## src/sv/life_like_automaton_grid_macros.svh

```systemverilog
// Assertion macros used by the life-like automaton grid datapath
`ifndef LIFE_LIKE_AUTOMATON_GRID_MACROS_SVH
`define LIFE_LIKE_AUTOMATON_GRID_MACROS_SVH

// same-cycle implication, clocked on i_clk, off during reset
`define LLA_ASSERT_NOW(label, ante, cons, msg) \
    label: assert property (@(posedge i_clk) disable iff (!i_rst_n) (ante) |-> (cons)) \
        else $error(msg);

// next-cycle implication, clocked on i_clk, off during reset
`define LLA_ASSERT_NEXT(label, ante, cons, msg) \
    label: assert property (@(posedge i_clk) disable iff (!i_rst_n) (ante) |=> (cons)) \
        else $error(msg);

`endif

```

## src/sv/lla_pkg.sv

```systemverilog
// Types, constants and helper functions of the life-like automaton grid
package lla_pkg;

    localparam int GRID_SIDE = 64;
    localparam int ROW_W     = $clog2(GRID_SIDE);
    localparam int ROT_W     = GRID_SIDE + 1;
    localparam int FIELD_W   = 6;
    localparam int LIVE_W    = 13;
    localparam int GEN_W     = 32;
    localparam int CFG_W     = 4;
    localparam int PADDR_W   = 4;
    localparam int PDATA_W   = 32;

    localparam logic [LIVE_W-1:0] LIVE_MAX = {LIVE_W{1'b1}};
    localparam logic [GRID_SIDE-1:0] BORDER_MASK =
        (GRID_SIDE'(1) << (GRID_SIDE - 1)) | GRID_SIDE'(1);
    localparam logic [ROW_W-1:0] COL_LAST = ROW_W'(GRID_SIDE - 1);
    localparam logic [ROW_W-1:0] ROW_LAST = ROW_W'(GRID_SIDE - 2);

    localparam logic [CFG_W-1:0] SURVIVE_ABOVE_RST   = CFG_W'(2);
    localparam logic [CFG_W-1:0] DIE_AT_OR_ABOVE_RST = CFG_W'(6);
    localparam logic [CFG_W-1:0] BIRTH_MIN_RST       = CFG_W'(3);
    localparam logic [CFG_W-1:0] BIRTH_MAX_RST       = CFG_W'(3);

    typedef enum logic [1:0] {
        CMD_TOGGLE = 2'd0,
        CMD_READ   = 2'd1,
        CMD_STEP   = 2'd2,
        CMD_CLEAR  = 2'd3
    } t_cmd;

    typedef enum logic [1:0] {
        REG_SURVIVE_ABOVE   = 2'd0,
        REG_DIE_AT_OR_ABOVE = 2'd1,
        REG_BIRTH_MIN       = 2'd2,
        REG_BIRTH_MAX       = 2'd3
    } t_reg_idx;

    typedef enum logic [1:0] {
        RD_CELL,
        RD_FIRST,
        RD_NEXT
    } t_rd_src;

    typedef enum logic [3:0] {
        ST_IDLE,
        ST_CLEAR,
        ST_STEP_INIT,
        ST_STEP_MID,
        ST_FETCH,
        ST_LOAD,
        ST_CELL,
        ST_WRITE,
        ST_FINISH,
        ST_READ,
        ST_RESP
    } t_state;

    typedef struct packed {
        t_cmd               cmd;
        logic [FIELD_W-1:0] cell_row;
        logic [FIELD_W-1:0] cell_col;
    } t_in_beat;

    typedef struct packed {
        logic              cell_value;
        logic [LIVE_W-1:0] population;
        logic [GEN_W-1:0]  generation;
    } t_out_beat;

    typedef struct packed {
        logic [CFG_W-1:0] survive_above;
        logic [CFG_W-1:0] die_at_or_above;
        logic [CFG_W-1:0] birth_min;
        logic [CFG_W-1:0] birth_max;
    } t_rules;

    typedef struct packed {
        logic    latch;
        logic    clr;
        logic    rd_en;
        t_rd_src rd_src;
        logic    step_init;
        logic    load_mid;
        logic    load_below;
        logic    cell_en;
        logic    row_write;
        logic    fin;
        logic    resp;
    } t_dp_cmd;

    typedef struct packed {
        logic col_last;
        logic row_last;
        logic out_free;
    } t_dp_stat;

    function automatic logic in_grid(input logic [FIELD_W-1:0] v);
        return int'(v) < GRID_SIDE;
    endfunction

    function automatic logic [ROT_W-1:0] load_row(input logic [GRID_SIDE-1:0] row);
        return {row & ~BORDER_MASK, 1'b0};
    endfunction

    function automatic logic [ROT_W-1:0] rot(input logic [ROT_W-1:0] x);
        return {x[0], x[ROT_W-1:1]};
    endfunction

    function automatic logic [3:0] popcount8(input logic [7:0] v);
        logic [3:0] sum;
        sum = '0;
        for (int k = 0; k < 8; k++) begin
            sum = sum + 4'(v[k]);
        end
        return sum;
    endfunction

endpackage

```

## src/sv/lla_ctrl.sv

```systemverilog
// Command sequencer of the life-like automaton grid
module lla_ctrl import lla_pkg::*; (
    input  logic     i_clk,
    input  logic     i_rst_n,
    input  logic     i_in_valid,
    input  t_cmd     i_in_cmd,
    output logic     o_in_stall,
    output t_dp_cmd  o_cmd,
    input  t_dp_stat i_stat
);

    t_state r_state;
    t_state n_state;

    always_ff @(posedge i_clk) begin
        if (!i_rst_n) begin
            r_state <= ST_IDLE;
        end else begin
            r_state <= n_state;
        end
    end

    always_comb begin
        n_state = r_state;
        case (r_state)
            ST_IDLE: begin
                if (i_in_valid) begin
                    case (i_in_cmd)
                        CMD_STEP:  n_state = ST_STEP_INIT;
                        CMD_CLEAR: n_state = ST_CLEAR;
                        default:   n_state = ST_READ;
                    endcase
                end
            end
            ST_CLEAR:     n_state = ST_READ;
            ST_STEP_INIT: n_state = ST_STEP_MID;
            ST_STEP_MID:  n_state = ST_FETCH;
            ST_FETCH:     n_state = ST_LOAD;
            ST_LOAD:      n_state = ST_CELL;
            ST_CELL: begin
                if (i_stat.col_last) begin
                    n_state = ST_WRITE;
                end
            end
            ST_WRITE:     n_state = i_stat.row_last ? ST_FINISH : ST_FETCH;
            ST_FINISH:    n_state = ST_READ;
            ST_READ:      n_state = ST_RESP;
            ST_RESP: begin
                if (i_stat.out_free) begin
                    n_state = ST_IDLE;
                end
            end
            default:      n_state = ST_IDLE;
        endcase
    end

    always_comb begin
        o_cmd        = '0;
        o_cmd.rd_src = RD_CELL;
        o_in_stall   = (r_state != ST_IDLE);
        case (r_state)
            ST_IDLE:      o_cmd.latch = i_in_valid;
            ST_CLEAR:     o_cmd.clr = 1'b1;
            ST_STEP_INIT: begin
                o_cmd.rd_en     = 1'b1;
                o_cmd.rd_src    = RD_FIRST;
                o_cmd.step_init = 1'b1;
            end
            ST_STEP_MID:  o_cmd.load_mid = 1'b1;
            ST_FETCH: begin
                o_cmd.rd_en  = 1'b1;
                o_cmd.rd_src = RD_NEXT;
            end
            ST_LOAD:      o_cmd.load_below = 1'b1;
            ST_CELL:      o_cmd.cell_en = 1'b1;
            ST_WRITE:     o_cmd.row_write = 1'b1;
            ST_FINISH:    o_cmd.fin = 1'b1;
            ST_READ: begin
                o_cmd.rd_en  = 1'b1;
                o_cmd.rd_src = RD_CELL;
            end
            ST_RESP:      o_cmd.resp = 1'b1;
            default: begin
            end
        endcase
    end

endmodule

```

## config.mk

```make
export PLATFORM = sky130hd
export DESIGN_NAME = lla_ctrl
export DESIGN_NICKNAME = d
export VERILOG_FILES = /design/src/sv/life_like_automaton_grid_macros.svh /design/src/sv/lla_pkg.sv /design/src/sv/lla_ctrl.sv
export SDC_FILE = /design/constraint.sdc
export NUM_CORES = 1
export LEC_CHECK = 0
export BUFFER_PORTS_ARGS = -buffer_cell sky130_fd_sc_hd__buf_2
export CAP_MARGIN = 20
export CORE_AREA = 3 3 40 42
export CTS_CLUSTER_SIZE = 28
export DETAILED_ROUTE_END_ITERATION = 8
export DIE_AREA = 0 0 43 45
export GPL_TIMING_DRIVEN = 0
export PLACE_DENSITY = 0.56
export SETUP_SLACK_MARGIN = 0.5
export SLEW_MARGIN = 20
export SYNTH_ARGS = -nofsm -noshare
export SYNTH_HDL_FRONTEND = slang
export SYNTH_SLANG_ARGS = --single-unit
export TNS_END_PERCENT = 30
```

## constraint.sdc

```tcl
create_clock -name i_clk -period 2.85 [get_ports i_clk]
set_input_delay 0.1425 -clock i_clk [delete_from_list [all_inputs] [get_ports i_clk]]
set_output_delay 0.1425 -clock i_clk [all_outputs]
set_load 0.03 [all_outputs]
```

==> results.txt <==
The routed layout has 531 vias. The sequential element share of the synthesized area was 18.8%; the count of buffers inserted at the top-level ports was 20. The flow ran to the end, and the final reports show no timing, DRC or antenna violations. For the final-report hold violation count, the log shows 0.

In this run the critical register-to-register path is captured at r_state[3]$_SDFFE_PN0P_. For the area of the mapped netlist, the log shows 425 µm². Global routing used 13.7% of the available tracks.

The analysis attributes to cell leakage a power of 0.000277 µW. The shortest period the worst path allows is 1590 ps, and the post-DP HPWL is 897 µm. Yosys printed 0 warnings. The number of cells on the worst reg-to-reg path is 5. The floorplan step defined a die boundary enclosing 0.00194 mm². Counting distinct cell types in the post-synthesis netlist gives 29. After clock tree synthesis, the clock-pin slew on the worst setup and hold paths is 40 ps.

The largest registers in the layout are r_state (4). The launch instance of the worst min-delay path is i_rst_n. The first global-routing pass estimated 1990 µm of wire. The number of clock buffers added by TritonCTS is 3.

The final antenna diode count came out at 0. The run gives 0 as the total congestion overflow after global routing. Using the TritonRoute via totals, the vias-per-cell ratio works out to 5.21. The logs give 0.628 GHz for the fmax and 21 for the number of top-level pins. At the worst endpoint, the required time is 2710 ps. The final count of pins violating max slew is 0.

The run gives 0 as the max-cap check violation count. The number of inserted filler cells in the final layout was 141; the maximum fanout along the worst path was 10. The clock network is responsible for 11.0% of the overall power.

The vertical die dimension is 45 µm, and the final-stage net count is 97. For the pin with the worst max-slew slack, the measured transition is 267 ps. The classification of the worst-slack hold path is input pin to register. The tools report the critical path launch point type as a register. TritonCTS built the clock tree. STA puts the critical path data arrival time at 1450 ps. The register with the highest flop count is r_state. For the summed negative setup slack over all endpoints, the log shows 0 ps. The proportion of total power due to net switching works out to 54.3%. In this run the critical register-to-register path is launched from r_state[3]$_SDFFE_PN0P_.

In this run, post-CTS hold repair placed 0 buffers. The average cell area after synthesis was 6.65 µm²; the count of antenna-violating nets left after detailed routing was 0. Summed over its instances, the top area cell type makes up 18.8% of the synthesized netlist area.

The worst-case IR drop observed on VDD is 517 µV. In this run the power spent charging and discharging nets is 343 µW. The run gives 289 µW as the cell-internal power. For the number of antenna violations at the first check in global routing, the log shows 0.

After detailed routing, the number of remaining DRC violations is 0. Setup repair after global routing left no endpoint under its margin. The first TritonRoute pass finished after 4 iterations. The run gives 2 as the maximum buffer depth of the clock tree.

The area growth from synthesis to layout is 33.2%. In this run the power density over the cells is 1110 mW/mm². The post-route netlist has 37.9% of its cells at a drive strength greater than 1. For this block, the routed nets add up to 1190 µm of wire. The relative slew slack was 82.2%. The initialized floorplan defines 13 standard-cell rows. In this run, flip-flops and latches consume 15.4% of the power. Hold timing on the final database bottoms out at a slack of 210 ps.

The initial core utilization is 33.1%, and the worst clock skew is 5.50 ps. After synthesis, the cell types taking the most area are sky130_fd_sc_hd__dfxtp_1 19%, sky130_fd_sc_hd__nor3_1 8.2%, sky130_fd_sc_hd__nor2_1 7.1%. The path with the worst hold slack has its endpoint at r_state[1]$_SDFFE_PN0P_. Final weighted congestion in routability-driven placement: 0.823. The level count of the clock H-tree is 1, and the combinational share of power is 73.6%. By startpoint and endpoint, the worst setup path is classified as register to output port. Count of cells resized by post-cts repair: 0.

After clock tree synthesis, the setup repair step added 0 buffers. The floorplan step defined a core boundary enclosing 0.00128 mm². The run gives 72 as the post-synthesis net count.

The worst-case register-to-register setup slack is 1570 ps, and the clock sink count is 4. The type of element capturing the critical path is an output port. The average wire length per cell after detail routing is 11.6 µm. The cell depth of the worst hold path was 3; the clock insertion delay at the later pin of the skew report was 230 ps.

The die is 43 µm wide. Counting flops and latches in the post-synthesis netlist gives 4. Dividing the final minimum period by the clock period gives 55.9%.

Clock tree synthesis selected as its root buffer the cell sky130_fd_sc_hd__clkbuf_4. The register with the most flip-flops in the layout has 4 of them. Number of global-route vias before repair: 447.

Synthesis handed over a netlist of 64 instances. Setup violations remaining at the end of the flow were counted as 0. Entering global routing, the biggest net connects 11 pins.

The run gives 11 as the violation count after the first detailed-route iteration. Of all cell types, the one taking the most synthesized area is sky130_fd_sc_hd__dfxtp_1.
[power groups by stage]
stage | Clock (µW) | Combinational (µW) | Sequential [µW]
after floorplan | 0 | 367 | 91.8
after global placement | 0 | 465 | 98.8
after detailed placement | 0 | 467 | 98.5
after CTS | 72.5 | 468 | 97.5
after global routing | 77.9 | 506 | 101
final | 69.5 | 465 | 97.2
[through the flow]
stage | std cells | utilization [%] | power [µW] | setup slack [ps] | cell area [µm²]
4_1_cts | 102 | 44.1 | 638 | 1230 | 567
3_3_place_gp | 99 | 42.4 | 564 | 1500 | 544
5_1_grt | 102 | 44.1 | 685 | 1130 | 567
3_5_place_dp | 99 | 42.4 | 565 | 1480 | 544
6_report | 102 | 44.1 | 632 | 1260 | 567
2_1_floorplan | 64 | - | 459 | 1020 | 425
[metal layers]
metal / part of all wire [%] / routed length [µm] / vias up / GRT usage [%]
met1: 48 / 570 / 233 / 18.7
li1: - / - / 280 / -
met4: 0 / 0 / 0 / 5.42
met3: 7.9 / 94 / 0 / 5.18
met2: 44 / 523 / 18 / 19.5
met5: 0 / 0 / - / 0
[Yosys cell counts, drive strengths merged]
| cell type | number |
|---|---|
| a211oi | 1 |
| nand2 | 7 |
| nor2 | 8 |
| o311a | 1 |
| nand3 | 1 |
| nor4bb | 1 |
| o22a | 1 |
| a21oi | 3 |
| nand4 | 1 |
| o22ai | 2 |
| a31oi | 1 |
| dfxtp | 4 |
| o32ai | 1 |
| and3 | 1 |
| nor2b | 2 |
| a21o | 1 |
| nand2b | 5 |
| buf | 6 |
| o21ai | 5 |
| or2 | 1 |
| inv | 2 |
| a22oi | 1 |
| nor3 | 7 |
| nor4b | 1 |
[layout by cell type (no fill, tap or decap), drive strengths merged, types with 2 or more instances in the layout]
master,instances
a21oi,3
buf,26
clkbuf,3
dfxtp,4
inv,2
nand2,7
nand2b,5
nor2,8
nor2b,2
nor3,7
o21ai,5
o22ai,2
[area by class of cell]
class | count | area [µm²] | share of cell area (%)
well taps | 15 | 18.8 | 3.31
repair buffers | 20 | 100 | 17.7
clock buffers | 3 | 22.5 | 3.97
inverters | 2 | 7.51 | 1.32
flip-flops and latches | 4 | 80.1 | 14.1
multi-input cells | 52 | 299 | 52.8
plain buffers | 6 | 38.8 | 6.84
[kinds of logic (layout without fill, tap and decap cells)]
logic type / Yosys count / count (layout) / synth area share, %
AO/OA/AOI/OAI: 17 / 17 / 26.5
AND/OR/NAND/NOR: 35 / 35 / 43.8
flip-flops: 4 / 4 / 18.8
buffers and inverters: 8 / 31 / 10.9
[worst max-delay path, cell delays in order (launching register included)]
cell and delay, ps:
sky130_fd_sc_hd__dfxtp_1 310, sky130_fd_sc_hd__buf_4 160, sky130_fd_sc_hd__nand2b_1 240, sky130_fd_sc_hd__nor3_1 220, sky130_fd_sc_hd__a21o_1 110, sky130_fd_sc_hd__buf_2 180
[worst max path at each step]
stage	startpoint	to	slack, ps
4_1_cts	r_state[3]$_SDFFE_PN0P_	o_cmd[9]	1230
6_report	r_state[3]$_SDFFE_PN0P_	o_cmd[9]	1260
3_5_place_dp	r_state[3]$_SDFFE_PN0P_	o_cmd[9]	1480
5_1_grt	r_state[3]$_SDFFE_PN0P_	o_cmd[9]	1130
2_1_floorplan	r_state[3]$_SDFFE_PN0P_	o_cmd[9]	1020
3_3_place_gp	r_state[3]$_SDFFE_PN0P_	o_cmd[9]	1500
(Power assumes the default switching activity.)
