[config.mk]
export PLATFORM = sky130hd
export DESIGN_NAME = lla_regs
export DESIGN_NICKNAME = d
export VERILOG_FILES = /design/src/sv/life_like_automaton_grid_macros.svh /design/src/sv/lla_pkg.sv /design/src/sv/lla_regs.sv
export SDC_FILE = /design/constraint.sdc
export NUM_CORES = 1
export LEC_CHECK = 0
export ABC_AREA = 1
export BUFFER_PORTS_ARGS = -buffer_cell sky130_fd_sc_hd__buf_2
export CORE_AREA = 2 2 54 66
export CTS_CLUSTER_DIAMETER = 200
export DETAILED_ROUTE_END_ITERATION = 10
export DIE_AREA = 0 0 56 68
export GPL_TIMING_DRIVEN = 0
export HOLD_SLACK_MARGIN = 0.03
export PLACE_DENSITY_LB_ADDON = 0.05
export SETUP_SLACK_MARGIN = 0.15
export SLEW_MARGIN = 0
export SYNTH_ARGS = -nofsm -noshare
export SYNTH_HDL_FRONTEND = slang
export SYNTH_SLANG_ARGS = --single-unit
[constraint.sdc]
create_clock -name i_clk -period 0.8 [get_ports i_clk]
set_input_delay 0.08 -clock i_clk [delete_from_list [all_inputs] [get_ports i_clk]]
set_output_delay 0.08 -clock i_clk [all_outputs]
set_load 0.01 [all_outputs]
[src/sv/life_like_automaton_grid_macros.svh]
// Assertion macros used by the life-like automaton grid datapath
`ifndef LIFE_LIKE_AUTOMATON_GRID_MACROS_SVH
`define LIFE_LIKE_AUTOMATON_GRID_MACROS_SVH

// same-cycle implication, clocked on i_clk, off during reset
`define LLA_ASSERT_NOW(label, ante, cons, msg) \
    label: assert property (@(posedge i_clk) disable iff (!i_rst_n) (ante) |-> (cons)) \
        else $error(msg);

// next-cycle implication, clocked on i_clk, off during reset
`define LLA_ASSERT_NEXT(label, ante, cons, msg) \
    label: assert property (@(posedge i_clk) disable iff (!i_rst_n) (ante) |=> (cons)) \
        else $error(msg);

`endif

[src/sv/lla_pkg.sv]
// Types, constants and helper functions of the life-like automaton grid
package lla_pkg;

    localparam int GRID_SIDE = 64;
    localparam int ROW_W     = $clog2(GRID_SIDE);
    localparam int ROT_W     = GRID_SIDE + 1;
    localparam int FIELD_W   = 6;
    localparam int LIVE_W    = 13;
    localparam int GEN_W     = 32;
    localparam int CFG_W     = 4;
    localparam int PADDR_W   = 4;
    localparam int PDATA_W   = 32;

    localparam logic [LIVE_W-1:0] LIVE_MAX = {LIVE_W{1'b1}};
    localparam logic [GRID_SIDE-1:0] BORDER_MASK =
        (GRID_SIDE'(1) << (GRID_SIDE - 1)) | GRID_SIDE'(1);
    localparam logic [ROW_W-1:0] COL_LAST = ROW_W'(GRID_SIDE - 1);
    localparam logic [ROW_W-1:0] ROW_LAST = ROW_W'(GRID_SIDE - 2);

    localparam logic [CFG_W-1:0] SURVIVE_ABOVE_RST   = CFG_W'(2);
    localparam logic [CFG_W-1:0] DIE_AT_OR_ABOVE_RST = CFG_W'(6);
    localparam logic [CFG_W-1:0] BIRTH_MIN_RST       = CFG_W'(3);
    localparam logic [CFG_W-1:0] BIRTH_MAX_RST       = CFG_W'(3);

    typedef enum logic [1:0] {
        CMD_TOGGLE = 2'd0,
        CMD_READ   = 2'd1,
        CMD_STEP   = 2'd2,
        CMD_CLEAR  = 2'd3
    } t_cmd;

    typedef enum logic [1:0] {
        REG_SURVIVE_ABOVE   = 2'd0,
        REG_DIE_AT_OR_ABOVE = 2'd1,
        REG_BIRTH_MIN       = 2'd2,
        REG_BIRTH_MAX       = 2'd3
    } t_reg_idx;

    typedef enum logic [1:0] {
        RD_CELL,
        RD_FIRST,
        RD_NEXT
    } t_rd_src;

    typedef enum logic [3:0] {
        ST_IDLE,
        ST_CLEAR,
        ST_STEP_INIT,
        ST_STEP_MID,
        ST_FETCH,
        ST_LOAD,
        ST_CELL,
        ST_WRITE,
        ST_FINISH,
        ST_READ,
        ST_RESP
    } t_state;

    typedef struct packed {
        t_cmd               cmd;
        logic [FIELD_W-1:0] cell_row;
        logic [FIELD_W-1:0] cell_col;
    } t_in_beat;

    typedef struct packed {
        logic              cell_value;
        logic [LIVE_W-1:0] population;
        logic [GEN_W-1:0]  generation;
    } t_out_beat;

    typedef struct packed {
        logic [CFG_W-1:0] survive_above;
        logic [CFG_W-1:0] die_at_or_above;
        logic [CFG_W-1:0] birth_min;
        logic [CFG_W-1:0] birth_max;
    } t_rules;

    typedef struct packed {
        logic    latch;
        logic    clr;
        logic    rd_en;
        t_rd_src rd_src;
        logic    step_init;
        logic    load_mid;
        logic    load_below;
        logic    cell_en;
        logic    row_write;
        logic    fin;
        logic    resp;
    } t_dp_cmd;

    typedef struct packed {
        logic col_last;
        logic row_last;
        logic out_free;
    } t_dp_stat;

    function automatic logic in_grid(input logic [FIELD_W-1:0] v);
        return int'(v) < GRID_SIDE;
    endfunction

    function automatic logic [ROT_W-1:0] load_row(input logic [GRID_SIDE-1:0] row);
        return {row & ~BORDER_MASK, 1'b0};
    endfunction

    function automatic logic [ROT_W-1:0] rot(input logic [ROT_W-1:0] x);
        return {x[0], x[ROT_W-1:1]};
    endfunction

    function automatic logic [3:0] popcount8(input logic [7:0] v);
        logic [3:0] sum;
        sum = '0;
        for (int k = 0; k < 8; k++) begin
            sum = sum + 4'(v[k]);
        end
        return sum;
    endfunction

endpackage

[src/sv/lla_regs.sv]
// APB register file holding the birth and survival rules
module lla_regs import lla_pkg::*; (
    input  logic               i_clk,
    input  logic               i_rst_n,
    input  logic               psel,
    input  logic               penable,
    input  logic               pwrite,
    input  logic [PADDR_W-1:0] paddr,
    input  logic [PDATA_W-1:0] pwdata,
    output logic [PDATA_W-1:0] prdata,
    output logic               pready,
    output t_rules             o_rules
);

    t_rules   r_rules;
    t_reg_idx w_idx;
    logic     w_wr;

    assign w_idx   = t_reg_idx'(paddr[PADDR_W-1:2]);
    assign w_wr    = psel && penable && pwrite;
    assign pready  = 1'b1;
    assign o_rules = r_rules;

    always_ff @(posedge i_clk) begin
        if (!i_rst_n) begin
            r_rules.survive_above   <= SURVIVE_ABOVE_RST;
            r_rules.die_at_or_above <= DIE_AT_OR_ABOVE_RST;
            r_rules.birth_min       <= BIRTH_MIN_RST;
            r_rules.birth_max       <= BIRTH_MAX_RST;
        end else if (w_wr) begin
            case (w_idx)
                REG_SURVIVE_ABOVE:   r_rules.survive_above   <= pwdata[CFG_W-1:0];
                REG_DIE_AT_OR_ABOVE: r_rules.die_at_or_above <= pwdata[CFG_W-1:0];
                REG_BIRTH_MIN:       r_rules.birth_min       <= pwdata[CFG_W-1:0];
                REG_BIRTH_MAX:       r_rules.birth_max       <= pwdata[CFG_W-1:0];
                default: begin
                end
            endcase
        end
    end

    always_comb begin
        case (w_idx)
            REG_SURVIVE_ABOVE:   prdata = PDATA_W'(r_rules.survive_above);
            REG_DIE_AT_OR_ABOVE: prdata = PDATA_W'(r_rules.die_at_or_above);
            REG_BIRTH_MIN:       prdata = PDATA_W'(r_rules.birth_min);
            REG_BIRTH_MAX:       prdata = PDATA_W'(r_rules.birth_max);
            default:             prdata = '0;
        endcase
    end

endmodule

==> run summary, run 1 <==
Full die area: 3810 sq um
Critical path type: reg2out
Vias in the first global route: 1006
Antenna violations before repair: 0
IO Pins: 90
Antenna diodes: 0
Placer congestion estimate: 0.800
Die X: 56 um
Warnings, synthesis: 0
Setup WS pre-CTS: -0.173 ns
First drt pass iteration count: 4
Area leader, netlist: dfxtp_1
Crit-path max FO: 2
Clock power share: 34.3%
Finished layout cell area: 1910 sq um
PD cells: 1110 nW/um^2
CTS H-tree depth: 1
Hold buffers post-CTS: 0
Worst hold path type: in2reg
Vias: 1128
Fillers: 337
Drt wl/cell: 11.1 um
Hold Slack: 0.0702 ns
Routed wl met2: 1.63 mm
Final hold violation count: 0
Switching power: 0.591 mW
Starting DRT DRC Count: 24
Dominant synthesized flop cell: dfxtp_1
Flops & latches, synth: 16
Dpl hpwl: 2.06 mm
Largest register FFs: 16
Global-route wire length before repair: 4.42 mm
Syn Inst Count: 151
# nets final: 278
Vias per cell: 4.13
Sw Ratio: 27.9%
Top post-synthesis cells by area: dfxtp_1, buf_4, nand2_1
Synthesized area: 1010 sq um
Synth async-reset ratio: 0%
TritonCTS clock tree: yes
Status: finished, violations left
Metal3 WL: 180 um
Slew Viols, Final: 0
Final Critical Period: 0.965 ns
Pin count of the biggest net entering global routing: 11
CTS Sinks: 16
Required time of the worst setup path: 0.72 ns
Initial core utilization: 31.4%
Worst vdd ir: 1090 uV
Max Clock Skew: 0 ns
Core area: 3220 sq um
Final WL: 3.03 mm
Synthesis-to-finish area growth: 88.6%
RSZ-0062 raised after global routing: true
M1 WL: 1.14 mm
Startpoint types: flop
Post-synth EDFFs: 0
Period utilization: 121%
CTS buffer count: 3
Post-synthesis sequential area ratio: 31.6%
Rows: 23
Maximum capacitance violations: 0
Combinational power share: 26.5%
Total gr overflow: 0
Worst setup margin: -0.165 ns
Die Span Y: 68 um
Lkg Pwr: 0.980 nW
Fin util: 59.2%
Highest Signal Layer: met4
Most frequent cell after synthesis: nand2_1
CP arrival: 0.88 ns
Sequential Power Share: 39.2%
Share of cells above drive strength 1: 61.0%
Number of I/O port buffers: 29
GRT Total Usage: 15.0%
TNS Setup: -1.87 ns
Failing checks: setup timing
Reg clk slew, reported paths: 0.07 ns
F_max: 1.04 GHz
Top cell type's share of synthesized area: 31.6%
Longest Clk Path Bufs: 2
Worst-Skew Late Latency: 0.25 ns
Detail Route Antenna Nets: 0
Distinct cells, synth: 16
Setup violations, final: 20
Pint: 1.53 mW
CP Capture Type: output port
CTS root buffer: clkbuf_8
Drt drc: 0
Synth cell count leaders: nand2_1, buf_4, nor2_1
Post-place instance area: 1330 sq um
Syn Area/Cell: 6.70 sq um
-- area by class of cell --
cell class / instances / area [sq um] / share of cell area (%)
multi-input combinational: 123 / 671 / 35.1
buffer: 32 / 239 / 12.5
tap: 37 / 46.3 / 2.42
clock buffer: 4 / 55.1 / 2.88
inverter: 7 / 28.8 / 1.51
sequential: 16 / 340 / 17.8
timing repair buffer: 54 / 529 / 27.7
-- layout by cell type, fill, tap and decap left out, drive strengths merged --
master,count
nor2,26
clkbuf,5
o21ai,1
dfxtp,16
nand2,46
nand4,4
buf,85
nand3,17
conb,29
inv,7
-- routing by layer --
metal	up-vias	GRT usage, %
met5	-	0
met4	0	8.63
met3	6	3.02
met2	40	26.6
met1	502	16.8
li1	580	-
-- final timing paths --
kind / start / endpoint / slack [ns] / cells past startpoint
max: o_rules[4]$_SDFFE_PN1P_ / prdata[0] / -0.16 / 3
min reg2reg: o_rules[10]$_SDFFE_PN1P_ / o_rules[10]$_SDFFE_PN1P_ / 0.48 / 2
min: pwdata[2] / o_rules[10]$_SDFFE_PN1P_ / 0.07 / 3
max reg2reg: o_rules[7]$_SDFFE_PN0P_ / o_rules[7]$_SDFFE_PN0P_ / 0.04 / 4
-- power by group through the flow --
stage	combinational [mW]	clock, mW	sequential, mW
after floorplan	0.303	0	0.852
after global placement	0.413	0	0.845
after detailed placement	0.414	0	0.846
after CTS	0.481	0.742	0.830
after global routing	0.611	0.770	0.832
final	0.561	0.726	0.831
-- metrics by stage --
stage / instances / total power, mW
global placement: 244 / 1.26
global route: 273 / 2.21
CTS: 266 / 2.05
floorplan: 178 / 1.16
detailed placement: 244 / 1.26
finish: 273 / 2.12
-- cells by family after synthesis --
kind of cell,count (synthesis),share of synthesized area (%)
flops,16,31.6
compound gates,1,0.494
buf+inv,39,25.6
other cells,2,0.742
simple gates,93,41.5
-- critical path, stage by stage, from the launching register on --
cell     delay, ns
dfxtp_2       0.33
nand2_1       0.06
nand4_1       0.09
buf_2         0.15
-- repair_timing --
item / in CTS / in global routing
pin swaps: 16 / 18
setup buffers: 18 / 6
resized for setup: 46 / 49
gates cloned: 0 / 1
setup endpoints to repair: 20 / 36
No activity file was read; power rests on OpenSTA's default activity.
==> run 2, diff against run 1 <==
--- a/config.mk
+++ b/config.mk
@@ -7,10 +7,10 @@
 export LEC_CHECK = 0
 export ABC_AREA = 1
 export BUFFER_PORTS_ARGS = -buffer_cell sky130_fd_sc_hd__buf_2
-export CORE_AREA = 2 2 54 66
+export CORE_AREA = 4 4 56 68
 export CTS_CLUSTER_DIAMETER = 200
 export DETAILED_ROUTE_END_ITERATION = 10
-export DIE_AREA = 0 0 56 68
+export DIE_AREA = 0 0 60 72
 export GPL_TIMING_DRIVEN = 0
 export HOLD_SLACK_MARGIN = 0.03
 export PLACE_DENSITY_LB_ADDON = 0.05
==> run summary, run 2 (synthesis gave the netlist of run 1 again) <==
Core area: 3220 sq um
Slew Viols, Final: 0
Number of I/O port buffers: 29
Critical path type: reg2out
R2R setup slack: 0.04 ns
Drt drc: 0
Full die area: 4320 sq um
Worst path cell trace: nand2_2, nand4_1, buf_2
Hold Path Origin: pwdata[2]
Worst-Skew Late Latency: 0.24 ns
Initial core utilization: 31.4%
Largest register FFs: 16
CTS H-tree depth: 1
Crit-path max FO: 3
Crit-path leading delay family: flip-flops
Global-route wire length before repair: 4.71 mm
IO Pins: 90
CTS buffer count: 3
Final hold violation count: 0
Reg clk slew, reported paths: 0.06 ns
Delay of the slowest critical-path stage: 0.35 ns
F_max: 1.05 GHz
Vias per cell: 4.15
Share of cells above drive strength 1: 56.6%
First drt pass iteration count: 4
CP Capture Type: output port
Detail Route Antenna Nets: 0
CTS Sinks: 16
Startpoint types: flop
Final WL: 2.89 mm
Maximum capacitance violations: 0
Drt wl/cell: 10.9 um
Starting DRT DRC Count: 25
Hold Path Cell Cnt: 3
TritonCTS clock tree: yes
Setup WS pre-CTS: -0.176 ns
CP max stage cell: dfxtp_2
Hold buffers post-CTS: 0
CTS root buffer: clkbuf_8
Lkg Pwr: 0.905 nW
Number of buffers and inverters on the critical path: 1
Power, Total: 1.95 mW
Finished layout cell area: 1770 sq um
GRT Total Usage: 14.1%
Period utilization: 119%
Dpl hpwl: 2.12 mm
Rows: 23
Die X: 60 um
Longest Clk Path Bufs: 2
Placer congestion estimate: 0.831
R2R depth: 4
Die Span Y: 72 um
Worst vdd ir: 901 uV
Fillers: 332
Antenna violations before repair: 0
Status: finished, violations left
Fin util: 54.9%
Total gr overflow: 0
CP arrival: 0.87 ns
Most common cell after layout, fill and taps aside: nand2_1
Antenna diodes: 0
FF-to-FF Start: o_rules[8]$_SDFFE_PN0P_
Required time of the worst setup path: 0.72 ns
Synthesis-to-finish area growth: 74.9%
Setup violations, final: 17
Hold EP: o_rules[10]$_SDFFE_PN1P_
Worst setup margin: -0.149 ns
Max Clock Skew: 0 ns
Worst hold path type: in2reg
PD cells: 1100 nW/um^2
Failing checks: setup timing
Commonest non-fill, non-tap cells in the layout: nand2_1, buf_4, buf_6
Final Critical Period: 0.949 ns
Post-place instance area: 1330 sq um
Pin count of the biggest net entering global routing: 11
Reg-to-reg endpoint: o_rules[8]$_SDFFE_PN0P_
Vias: 1101
Vias in the first global route: 1068
RSZ-0062 raised after global routing: true
# nets final: 271
run 2: metrics by stage:
step                std cells  hold slack (ns)  TNS (ns)
floorplan                 178            0.206         0
global placement          244            0.318     -1.35
detailed placement        244            0.319     -1.59
CTS                       260           0.0577     -1.34
global route              265           0.0619     -2.12
finish                    265           0.0643     -1.52
run 2: timing repair:
action / in CTS / in global routing
hold endpoints to repair: 0 / 0
resized for setup: 40 / 35
cloned: 0 / 1
pin swaps: 14 / 14
buffers inserted: 13 / 4
endpoints found under the setup margin: 20 / 36
run 2: worst max path at each step:
stage	start	end	slack, ns	cells after the start
finish	o_rules[6]$_SDFFE_PN0P_	prdata[2]	-0.15	3
global route	o_rules[8]$_SDFFE_PN0P_	prdata[0]	-0.19	3
detailed placement	paddr[3]	prdata[3]	-0.18	5
CTS	o_rules[4]$_SDFFE_PN1P_	prdata[0]	-0.15	3
global placement	paddr[3]	prdata[0]	-0.18	5
floorplan	o_rules[2]$_SDFFE_PN0P_	prdata[2]	0.15	2
run 2: where the power goes:
| part | internal (mW) | leakage, nW | switching, mW | total [mW] |
|---|---|---|---|---|
| Combinational | 0.249 | 0.753 | 0.277 | 0.526 |
| Clock | 0.333 | 0.0216 | 0.254 | 0.588 |
| Sequential | 0.818 | 0.131 | 0.0138 | 0.832 |
run 2: area by class of cell:
cell class	instances	area, sq um	share of cell area, %
inverters	7	31.3	1.77
clock buffers	3	41.3	2.33
multi-input cells	123	643	36.3
well taps	37	46.3	2.61
plain buffers	32	239	13.5
flip-flops and latches	16	340	19.2
repair buffers	47	429	24.2
run 2: worst register-to-register path, cell delays in order, from the launching register on:
cell and delay [ns]:
dfxtp_2 0.32, buf_6 0.11, buf_6 0.10, nor2_2 0.08, nor2_1 0.04
run 2: per-layer routing:
layer	part of all wire (%)	GRT usage [%]	vias to the layer above
li1	-	-	566
met1	37	15.6	488
met2	54	25.2	40
met3	7.1	3.20	7
met4	1.9	5.91	0
met5	0	0	-
==> run 3, diff against run 2 <==
--- a/config.mk
+++ b/config.mk
@@ -7,10 +7,10 @@
 export LEC_CHECK = 0
 export ABC_AREA = 1
 export BUFFER_PORTS_ARGS = -buffer_cell sky130_fd_sc_hd__buf_2
-export CORE_AREA = 4 4 56 68
+export CORE_AREA = 4 4 61 63
 export CTS_CLUSTER_DIAMETER = 200
 export DETAILED_ROUTE_END_ITERATION = 10
-export DIE_AREA = 0 0 60 72
+export DIE_AREA = 0 0 65 67
 export GPL_TIMING_DRIVEN = 0
 export HOLD_SLACK_MARGIN = 0.03
 export PLACE_DENSITY_LB_ADDON = 0.05
==> run summary, run 3 (synthesis gave the netlist of run 1 again) <==
CTS H-tree depth: 1
CTS root buffer: clkbuf_4
Period utilization: 127%
TritonCTS clock tree: yes
FF-to-FF Start: o_rules[13]$_SDFFE_PN1P_
Vias in the first global route: 931
Final Critical Period: 1.02 ns
Max Clock Skew: 0 ns
Pin count of the biggest net entering global routing: 11
Worst vdd ir: 569 uV
Failing checks: setup timing
IO Pins: 90
Delay of the slowest critical-path stage: 0.35 ns
Antenna violations before repair: 0
Initial core utilization: 31.3%
CP endpoint: prdata[2]
Fillers: 347
Critical path type: reg2out
CP Capture Type: output port
Total gr overflow: 0
RSZ-0062 raised after global routing: true
Largest register FFs: 16
Finished layout cell area: 1650 sq um
Reg clk slew, reported paths: 0.10 ns
Slew Viols, Final: 0
Number of I/O port buffers: 29
Placer congestion estimate: 0.833
Post-place instance area: 1340 sq um
Final hold violation count: 0
Final WL: 2.73 mm
CP arrival: 0.94 ns
R2R depth: 3
Worst setup path startpoint: o_rules[2]$_SDFFE_PN0P_
Reg-to-reg endpoint: o_rules[13]$_SDFFE_PN1P_
Core area: 3230 sq um
Setup WS pre-CTS: -0.121 ns
Worst path cell trace: nand2_1, nand4_1, buf_2
Most common cell after layout, fill and taps aside: nand2_1
Full die area: 4360 sq um
Global-route wire length before repair: 4.13 mm
Lkg Pwr: 0.853 nW
R2R setup slack: 0.12 ns
Die Span Y: 67 um
Antenna diodes: 0
# nets final: 263
Longest Clk Path Bufs: 2
Worst-Skew Late Latency: 0.28 ns
F_max: 0.983 GHz
Starting DRT DRC Count: 23
Worst setup margin: -0.218 ns
Status: finished, violations left
Detail Route Antenna Nets: 0
Commonest non-fill, non-tap cells in the layout: nand2_1, buf_4, conb_1
CP max stage cell: dfxtp_2
Worst hold path type: in2reg
Crit-path max FO: 3
Rows: 21
TNS Setup: -2.32 ns
Die X: 65 um
Vias per cell: 3.99
CTS buffer count: 3
PD cells: 1120 nW/um^2
Required time of the worst setup path: 0.72 ns
Fin util: 51.1%
Setup violations, final: 20
Drt drc: 0
Dpl hpwl: 2.08 mm
Share of cells above drive strength 1: 53.4%
Drt wl/cell: 10.2 um
GRT Total Usage: 12.4%
First drt pass iteration count: 4
Startpoint types: flop
Vias: 1066
CTS Sinks: 16
Synthesis-to-finish area growth: 63.3%
Maximum capacitance violations: 0
-- run 3: changes by cell type in the layout (fill, tap and decap cells not counted), sizes merged --
| cell | change |
|---|---|
| buf | -8 |
| clkbuf | +1 |
-- run 3: worst min path at each step --
stage | startpoint | end | depth (start not counted)
after global routing | pwdata[2] | o_rules[10]$_SDFFE_PN1P_ | 3
final | pwdata[2] | o_rules[10]$_SDFFE_PN1P_ | 3
after floorplan | pwdata[0] | o_rules[0]$_SDFFE_PN1P_ | 2
after detailed placement | pwdata[2] | o_rules[10]$_SDFFE_PN1P_ | 3
after CTS | pwdata[2] | o_rules[10]$_SDFFE_PN1P_ | 3
after global placement | pwdata[2] | o_rules[10]$_SDFFE_PN1P_ | 3
-- run 3: report_power, final --
part           switching, mW  total [mW]  leakage (nW)  internal [mW]
sequential            0.0148       0.832         0.131          0.817
clock                  0.265       0.542        0.0210          0.277
combinational          0.258       0.480         0.701          0.221
-- run 3: layer usage --
metal,global-route usage [%],vias to the layer above,part of all wire (%)
met4,7.12,0,2.1
met1,13.8,456,37
met3,2.53,6,9.1
met5,0,-,0
li1,-,550,-
met2,21.7,54,52
-- run 3: layout make-up --
type	count	area [sq um]	share of cell area, %
Buffer	32	239	14.5
Clock buffer	4	36.3	2.20
Inverter	7	26.3	1.59
Multi-Input combinational cell	123	606	36.6
Sequential cell	16	340	20.6
Tap cell	46	57.6	3.48
Timing Repair Buffer	39	348	21.0
-- run 3: stage by stage --
step / hold WS, ns / instances / total power [mW]
after global placement: 0.326 / 253 / 1.25
final: 0.0280 / 267 / 1.85
after floorplan: 0.206 / 178 / 1.16
after detailed placement: 0.333 / 253 / 1.26
after CTS: 0.0247 / 265 / 1.84
after global routing: 0.0175 / 267 / 1.98
-- run 3: repair_timing --
| action | CTS | global route |
|---|---|---|
| resized for setup | 32 | 24 |
| pin swaps | 11 | 5 |
| endpoints found under the hold margin | 1 | 1 |
| setup endpoints to repair | 20 | 30 |
| setup buffers | 8 | 2 |
-- run 3: worst max-delay path: cells and delay by family, from the launching register on --
family,cells,cell delay [ns]
and+or+nand+nor,2,0.16
buffers and inverters,1,0.15
DFF,1,0.35
